--- config.mk ---
export PLATFORM = sky130hd
export DESIGN_NAME = escape_time_fractal_iterator
export DESIGN_NICKNAME = d
export VERILOG_FILES = /design/src/design/etf_pkg.sv /design/src/design/etf_digit_mult.sv /design/src/design/escape_time_fractal_iterator.sv
export SDC_FILE = /design/constraint.sdc
export NUM_CORES = 2
export LEC_CHECK = 0
export BUFFER_PORTS_ARGS = -buffer_cell sky130_fd_sc_hd__buf_4
export CAP_MARGIN = 20
export CORE_MARGIN = 1.5
export CORE_UTILIZATION = 44
export DETAILED_ROUTE_END_ITERATION = 8
export SYNTH_ARGS = -nofsm -noshare
export SYNTH_HDL_FRONTEND = slang
export SYNTH_SLANG_ARGS = --single-unit
--- constraint.sdc ---
create_clock -name clk_i -period 6.6 [get_ports clk_i]
set_input_delay 1.65 -clock clk_i [delete_from_list [all_inputs] [get_ports clk_i]]
set_output_delay 1.65 -clock clk_i [all_outputs]
set_load 0.01 [all_outputs]
--- src/design/etf_pkg.sv ---
// Shared types and constants for the escape-time fractal iterator.
// No dependencies; every other design file imports this package.
package etf_pkg;

  // Default coordinate format: signed Q4.28.
  localparam int COORD_WIDTH_DEF = 32;
  localparam int FRAC_BITS_DEF   = 28;

  // Bits of the serial operand consumed by each multiplier step.
  localparam int DIGIT_BITS = 8;

  // Iteration limit and iteration count width.
  localparam int                  ITER_WIDTH     = 16;
  localparam logic [ITER_WIDTH-1:0] MAX_ITER_RESET = 16'd100;

  // Sequencer states.
  typedef enum logic [1:0] {
    ST_IDLE,
    ST_MUL,
    ST_SUM,
    ST_UPD
  } etf_state_e;

endpackage

--- src/design/etf_digit_mult.sv ---
// Digit-serial signed multiplier: parallel multiplicand, serial multiplier digits.
// Depends on etf_pkg for the digit width.
module etf_digit_mult #(
  parameter int A_WIDTH    = 31,
  parameter int NUM_DIGITS = 4
) (
  input  logic                                                      clk_i,
  input  logic                                                      load_i,
  input  logic                                                      step_i,
  input  logic                                                      last_i,
  input  logic signed [A_WIDTH-1:0]                                 a_i,
  input  logic signed [A_WIDTH-1:0]                                 b_i,
  output logic signed [A_WIDTH+NUM_DIGITS*etf_pkg::DIGIT_BITS:0]   prod_o
);
  import etf_pkg::*;

  localparam int BW = NUM_DIGITS * DIGIT_BITS;
  localparam int TW = A_WIDTH + DIGIT_BITS + 1;

  logic signed [A_WIDTH-1:0] a_q;
  logic        [BW-1:0]      b_q, b_d;
  logic signed [A_WIDTH:0]   hi_q, hi_d;
  logic        [BW-1:0]      lo_q, lo_d;

  logic signed [BW-1:0]         b_ext;
  logic        [DIGIT_BITS-1:0] digit;
  logic signed [DIGIT_BITS:0]   digit_s;
  logic signed [TW-1:0]         partial;
  logic signed [TW-1:0]         acc;

  // The multiplier operand is sign-extended to a whole number of digits.
  assign b_ext = BW'(b_i);

  // The top digit carries the sign weight; all lower digits are unsigned.
  assign digit   = b_q[DIGIT_BITS-1:0];
  assign digit_s = last_i ? {digit[DIGIT_BITS-1], digit} : {1'b0, digit};

  // One narrow multiply-accumulate per step.
  assign partial = a_q * digit_s;
  assign acc     = partial + TW'(hi_q);

  // Low product bits retire one digit per step into the low shift register.
  always_comb begin
    hi_d = hi_q;
    lo_d = lo_q;
    b_d  = b_q;
    if (load_i) begin
      hi_d = '0;
      lo_d = '0;
      b_d  = b_ext;
    end else if (step_i) begin
      hi_d = acc[TW-1:DIGIT_BITS];
      lo_d = {acc[DIGIT_BITS-1:0], lo_q[BW-1:DIGIT_BITS]};
      b_d  = b_q >> DIGIT_BITS;
    end
  end

  // Operand and accumulator registers.
  always_ff @(posedge clk_i) begin
    if (load_i) begin
      a_q <= a_i;
    end
    hi_q <= hi_d;
    lo_q <= lo_d;
    b_q  <= b_d;
  end

  assign prod_o = {hi_q, lo_q};

endmodule

--- src/design/escape_time_fractal_iterator.sv ---
// Top level of the escape-time fractal iterator: sequencer, update arithmetic,
// limit register and three digit-serial multipliers. Depends on etf_pkg.
//
// Usage: drive c_real_i/c_imag_i and raise start while busy is low; the point
// is taken at that clock edge. The block then iterates z = z*z + c from z = 0.
// Each step feeds z to the multipliers as NUM_DIGITS digits, where NUM_DIGITS =
// ceil((FRAC_BITS + 3) / DIGIT_BITS): the three multipliers (re*re, im*im,
// re*im) consume one digit of z per cycle, then the SUM state forms re^2 - im^2
// and the radius test, and the UPD state adds c and checks the bounds. With the
// defaults NUM_DIGITS is 4, and a limit of 0 answers without running a step.
// The result appears on iteration_count_o/escaped_o, marked by done_o for
// exactly one cycle; busy falls in that same cycle, so a new request can be
// taken while the result is shown. The receiver cannot stall the block.
// The limit is written through cfg_we_i/cfg_wdata_i; the user must do so only
// while idle, which the block itself does not enforce. Reset returns the block to
// idle and sets the limit to 100.
module escape_time_fractal_iterator #(
  parameter int COORD_WIDTH = etf_pkg::COORD_WIDTH_DEF,
  parameter int FRAC_BITS   = etf_pkg::FRAC_BITS_DEF
) (
  input  logic                           clk_i,
  input  logic                           rst_ni,
  input  logic                           start,
  output logic                           busy,
  input  logic signed [COORD_WIDTH-1:0]  c_real_i,
  input  logic signed [COORD_WIDTH-1:0]  c_imag_i,
  input  logic                           cfg_we_i,
  input  logic [etf_pkg::ITER_WIDTH-1:0] cfg_wdata_i,
  output logic                           done_o,
  output logic [etf_pkg::ITER_WIDTH-1:0] iteration_count_o,
  output logic                           escaped_o
);
  import etf_pkg::*;

  // z is stored only while |re|,|im| <= 2, which needs FRAC_BITS + 3 bits.
  localparam int ZW = FRAC_BITS + 3;
  localparam int ND = (ZW + DIGIT_BITS - 1) / DIGIT_BITS;
  localparam int PW = ZW + 1 + ND * DIGIT_BITS;
  localparam int NW = ((PW > COORD_WIDTH) ? PW : COORD_WIDTH) + 1;
  localparam int DW = (ND > 1) ? $clog2(ND) : 1;

  localparam logic [DW-1:0]        LastDigit = DW'(ND - 1);
  localparam logic signed [NW-1:0] ZMax      = NW'(1) << (FRAC_BITS + 1);
  localparam logic signed [NW-1:0] ZMin      = -ZMax;
  localparam logic signed [PW-1:0] RadiusSq  = PW'(1) << (2 * FRAC_BITS + 2);

  etf_state_e state_q, state_d;

  logic [ITER_WIDTH-1:0] max_iter_q;
  logic [ITER_WIDTH-1:0] n_q, n_d;
  logic [DW-1:0]         dig_q, dig_d;
  logic                  done_q, done_d;
  logic [ITER_WIDTH-1:0] count_q, count_d;
  logic                  esc_q, esc_d;

  logic signed [COORD_WIDTH-1:0] c_real_q, c_imag_q;
  logic signed [PW-1:0]          diff_q;

  logic                 mul_load, mul_step, mul_last, diff_en, c_en;
  logic signed [PW-1:0] rr, ii, ri;
  logic signed [PW-1:0] sq_sum;
  logic                 sq_esc;
  logic signed [NW-1:0] nr, ni;
  logic                 bound_esc;
  logic signed [ZW-1:0] next_zr, next_zi;

  // Radius test on the squares of the current z, which are also the
  // squares needed for the next step.
  assign sq_sum = rr + ii;
  assign sq_esc = sq_sum > RadiusSq;

  // New z: floor shifts of the products plus c, then the bounds check.
  assign nr        = NW'(diff_q >>> FRAC_BITS) + NW'(c_real_q);
  assign ni        = NW'(ri >>> (FRAC_BITS - 1)) + NW'(c_imag_q);
  assign bound_esc = (nr > ZMax) || (nr < ZMin) || (ni > ZMax) || (ni < ZMin);

  // Multiplier operands: zero for a new point, else the updated z.
  assign next_zr  = (state_q == ST_IDLE) ? '0 : nr[ZW-1:0];
  assign next_zi  = (state_q == ST_IDLE) ? '0 : ni[ZW-1:0];
  assign mul_last = (dig_q == LastDigit);

  etf_digit_mult #(.A_WIDTH(ZW), .NUM_DIGITS(ND)) u_mult_rr (
    .clk_i  (clk_i),
    .load_i (mul_load),
    .step_i (mul_step),
    .last_i (mul_last),
    .a_i    (next_zr),
    .b_i    (next_zr),
    .prod_o (rr)
  );

  etf_digit_mult #(.A_WIDTH(ZW), .NUM_DIGITS(ND)) u_mult_ii (
    .clk_i  (clk_i),
    .load_i (mul_load),
    .step_i (mul_step),
    .last_i (mul_last),
    .a_i    (next_zi),
    .b_i    (next_zi),
    .prod_o (ii)
  );

  etf_digit_mult #(.A_WIDTH(ZW), .NUM_DIGITS(ND)) u_mult_ri (
    .clk_i  (clk_i),
    .load_i (mul_load),
    .step_i (mul_step),
    .last_i (mul_last),
    .a_i    (next_zr),
    .b_i    (next_zi),
    .prod_o (ri)
  );

  // Sequencer: next state, counters and result capture.
  always_comb begin
    state_d  = state_q;
    n_d      = n_q;
    dig_d    = dig_q;
    done_d   = 1'b0;
    count_d  = count_q;
    esc_d    = esc_q;
    mul_load = 1'b0;
    mul_step = 1'b0;
    diff_en  = 1'b0;
    c_en     = 1'b0;
    case (state_q)
      ST_IDLE: begin
        if (start) begin
          c_en  = 1'b1;
          n_d   = '0;
          dig_d = '0;
          if (max_iter_q == '0) begin
            done_d  = 1'b1;
            count_d = '0;
            esc_d   = 1'b0;
          end else begin
            mul_load = 1'b1;
            state_d  = ST_MUL;
          end
        end
      end
      ST_MUL: begin
        mul_step = 1'b1;
        if (mul_last) begin
          dig_d   = '0;
          state_d = ST_SUM;
        end else begin
          dig_d = dig_q + 1'b1;
        end
      end
      ST_SUM: begin
        diff_en = 1'b1;
        if (sq_esc) begin
          // The squares belong to the previous step's result.
          done_d  = 1'b1;
          count_d = n_q - 1'b1;
          esc_d   = 1'b1;
          state_d = ST_IDLE;
        end else if (n_q == max_iter_q) begin
          done_d  = 1'b1;
          count_d = max_iter_q;
          esc_d   = 1'b0;
          state_d = ST_IDLE;
        end else begin
          state_d = ST_UPD;
        end
      end
      ST_UPD: begin
        n_d = n_q + 1'b1;
        if (bound_esc) begin
          done_d  = 1'b1;
          count_d = n_q;
          esc_d   = 1'b1;
          state_d = ST_IDLE;
        end else begin
          mul_load = 1'b1;
          state_d  = ST_MUL;
        end
      end
      default: begin
        state_d = ST_IDLE;
      end
    endcase
  end

  // Control and configuration registers.
  always_ff @(posedge clk_i or negedge rst_ni) begin
    if (!rst_ni) begin
      state_q    <= ST_IDLE;
      max_iter_q <= MAX_ITER_RESET;
      n_q        <= '0;
      dig_q      <= '0;
      done_q     <= 1'b0;
      count_q    <= '0;
      esc_q      <= 1'b0;
    end else begin
      state_q <= state_d;
      if (cfg_we_i) begin
        max_iter_q <= cfg_wdata_i;
      end
      n_q     <= n_d;
      dig_q   <= dig_d;
      done_q  <= done_d;
      count_q <= count_d;
      esc_q   <= esc_d;
    end
  end

  // Payload registers: the point and the real-part difference.
  always_ff @(posedge clk_i) begin
    if (c_en) begin
      c_real_q <= c_real_i;
      c_imag_q <= c_imag_i;
    end
    if (diff_en) begin
      diff_q <= rr - ii;
    end
  end

  assign busy              = (state_q != ST_IDLE);
  assign done_o            = done_q;
  assign iteration_count_o = count_q;
  assign escaped_o         = esc_q;

endmodule

==> impl_metrics.py <==
metrics = {
    "sta": {
        "finalCritPeriodShare_pct": 101,
        "skew_ns": 0.0203,
        "worst_slew_pin_slew_ns": 1.14,
        "rsz0062_at_grt": "true",
        "max_freq_mhz": 150,
        "max_slew_margin_pct": 23.4,
        "setup_viol": 1,
        "period_minus_slack_ns": 6.67,
        "finalSetupTns_ns": -0.0666,
        "finalHoldViolations": 0,
        "drv_slew": 0,
        "worst_slack_ns": -0.0666,
    },
    "layout": {
        "regArea_mm2": 0.0114,
        "fillers": 12600,
        "area_growth_pct": 13.2,
        "final_nets": 8400,
        "drive_gt1_share_pct": 12.0,
        "multi_input_area_mm2": 0.0431,
        "utilization_pct": 50.4,
        "final_cells": 8873,
        "n_antenna_cell": 0,
    },
    "floorplanning": {
        "design.die.area_mm2": 0.138,
        "initial_core_util_pct": 44.5,
        "die_y_um": 371,
        "core_area_mm2": 0.134,
        "std_cell_rows": 134,
        "die-width_um": 371,
        "ioPinCount": 103,
    },
    "global_routing": {
        "grt_max_degree": 65,
        "antenna_found_initial": 3,
        "overflow": 0,
        "gr-usage-all-layers_pct": 26.9,
        "grt_pass1_wl_um": 287000,
        "grt_pass1_vias": 49700,
    },
    "route": {
        "dr_total_vias": 48200,
        "wl_per_cell_um": 20.6,
        "wl_met3_um": 10400,
        "vias_per_cell": 5.43,
        "top_layer": "met4",
        "wl_met2_um": 87400,
        "wl_um": 183000,
        "post-route-drc-count": 0,
        "first_pass_iters": 6,
        "wl_met1_um": 78200,
        "drt-initial-drc-count": 3271,
        "antenna_left": 0,
    },
    "clock_tree": {
        "cts_made_buffers": 55,
        "root_buffer": "clkbuf_16",
        "cts_tree": "yes",
        "holdBufCountCts": 0,
        "clock_latency_ns": 0.67,
        "cts_sinks": 443,
        "clockBufferDepth": 3,
        "htreeDepth": 2,
        "cts.reportedPaths.clkPinSlew_ns": 0.05,
    },
    "yosys": {
        "synthCells": 6741,
        "synthTopCellsByArea": "fa_1 (26%), edfxtp_1 (11%), ha_1 (10%)",
        "synth_cell_types": 106,
        "syn_nets": 8081,
        "ys_ff_latch": 443,
        "yosysSeqAreaShare_pct": 19.1,
        "synth_top_area_share_pct": 26.2,
        "synth_xor_area_share_pct": 3.77,
        "synth_compound_area_share_pct": 11.7,
        "yosysWarnings": 0,
        "synthFlopType": "edfxtp_1",
        "muxShareOfSynthArea_pct": 3.30,
        "synthAdderAreaFrac_pct": 36.2,
        "synth_top_family_by_area": "adder cells",
        "synthesis.area_mm2": 0.0597,
        "synth_edf_count": 224,
        "avgSynthCellArea_um2": 8.85,
        "synth_top_area_cell": "fa_1",
        "yosys.area_share.simple_pct": 16.4,
        "yosysMostFrequentCell": "inv_1",
        "async_flop_share_pct": 12.2,
        "synth_common_cells": "inv_1 (1175), fa_1 (780), nand2_1 (623)",
    },
    "worst_setup_path": {
        "r2r-start": "dig_q[0]",
        "cp_common_cell": "fa_1",
        "r2r_cells": 26,
        "critPathLaunchType": "register",
        "end_kind": "register",
        "worstPathArrival_ns": 7.21,
        "cp.required_ns": 7.14,
        "reg2reg_slack_ns": -0.07,
        "cpMaxStageDelayCell": "fa_1",
        "crit_start": "dig_q[0]",
        "path_max_fanout": 3,
        "critical_path_class": "reg2reg",
        "crit_path_end": "u_mult_ii.hi_q[30]",
        "critPathMaxStageDelay_ns": 0.52,
        "reg2reg_to": "u_mult_ii.hi_q[30]",
    },
    "status": {
        "violations": "negative setup slack",
        "status": "complete, but fails checks",
    },
    "placement": {
        "dp.cells": 8745,
        "dp_hpwl_um": 151000,
        "dp_slack_ns": -0.434,
        "portBuffers": 102,
        "gp_congestion": 0.965,
    },
    "hold_path": {
        "min_path_type": "reg2reg",
    },
    "run": {
        "max_cap_violations": 0,
    },
}
## cells by family after synthesis
logic type	Yosys count
xor+xnor	257
buf+inv	1494
mux	192
fa+ha+maj	1256
flops	443
simple gates	2037
compound gates	1062
## sequential cells by signal, indices dropped and copies added (netlist names), 5 cells and up
| signal | flops |
|---|---|
| u_mult_rr.b_q | 31 |
| diff_q | 36 |
| u_mult_ii.a_q | 31 |
| u_mult_ii.b_q | 6 |
| iteration_count_o | 16 |
| u_mult_rr.hi_q | 32 |
| max_iter_q | 16 |
| u_mult_ri.lo_q | 5 |
| u_mult_ri.b_q | 25 |
| u_mult_ri.hi_q | 32 |
| c_real_q | 32 |
| c_imag_q | 32 |
| u_mult_ii.lo_q | 32 |
| u_mult_ii.hi_q | 32 |
| n_q | 16 |
| u_mult_ri.a_q | 31 |
| u_mult_rr.lo_q | 32 |
## area by class of cell
class                           instances  area share (%)
Inverter                             1179            6.55
Clock buffer                           75            2.25
Timing Repair Buffer                  577            6.95
Multi-Input combinational cell       4804            63.7
Tap cell                             1768            3.27
Sequential cell                       443            16.9
Clock inverter                         27           0.387
## stage by stage
step                instance area [µm²]  hold WS, ns
global route                      67600        0.535
floorplan                         59700        0.465
CTS                               67100        0.509
detailed placement                65100        0.493
finish                            67600        0.507
global placement                  65100        0.481
## worst min-delay path by stage
| stage | start | cells after the start | endpoint |
|---|---|---|---|
| 2_1_floorplan | u_mult_ri.lo_q[27] | 2 | u_mult_ri.lo_q[27] |
| 3_3_place_gp | dig_q[1] | 1 | dig_q[1] |
| 3_5_place_dp | u_mult_ri.lo_q[29] | 2 | u_mult_ri.lo_q[29] |
| 4_1_cts | u_mult_ri.lo_q[29] | 2 | u_mult_ri.lo_q[29] |
| 5_1_grt | u_mult_ri.lo_q[29] | 2 | u_mult_ri.lo_q[29] |
| 6_report | dig_q[1] | 1 | dig_q[1] |
## worst max-delay path, delay by kind of cell, from the launching register on
| kind | cells | cell delay (ns) |
|---|---|---|
| simple gates | 5 | 1.29 |
| buf+inv | 3 | 0.34 |
| mux | 1 | 0.19 |
| fa+ha+maj | 7 | 2.82 |
| compound gates | 10 | 1.56 |
| flops | 1 | 0.35 |
## repair_timing
action                                  4_1_cts  5_1_grt
setup buffers                                 8       17
pin swaps                                    24       56
endpoints found under the setup margin       16       18
gates resized for setup                      45       70
## per-layer routing
metal,vias to the layer above,GRT usage (%)
met3,300,3.27
met1,23900,35.4
met4,0,9.11
met5,-,0
li1,22500,-
met2,1434,45.7
## cells in the final DEF, fill, tap and decap left out, drive strengths merged, types with 35 or more instances in the layout
cell type and count:
o21ai 176, nor2b 53, nor3 82, inv 1181
a21o 112, clkbuf 77, o22ai 52, o211ai 36
nand4 58, a21oi 308, xor2 84, ha 476
buf 575, nor2 541, nand2 623, o31ai 41
dfrtp 51, a31oi 55, mux2i 164, edfxtp 224
o21bai 35, and2 361, xnor2 173, fa 780
nor4 63, dfxtp 165, a211oi 40, nand3 81
and3 43
Power is left out: the tool's default activity adds up to more than one toggle a clock period on the data nets, which glitch-free logic cannot reach.
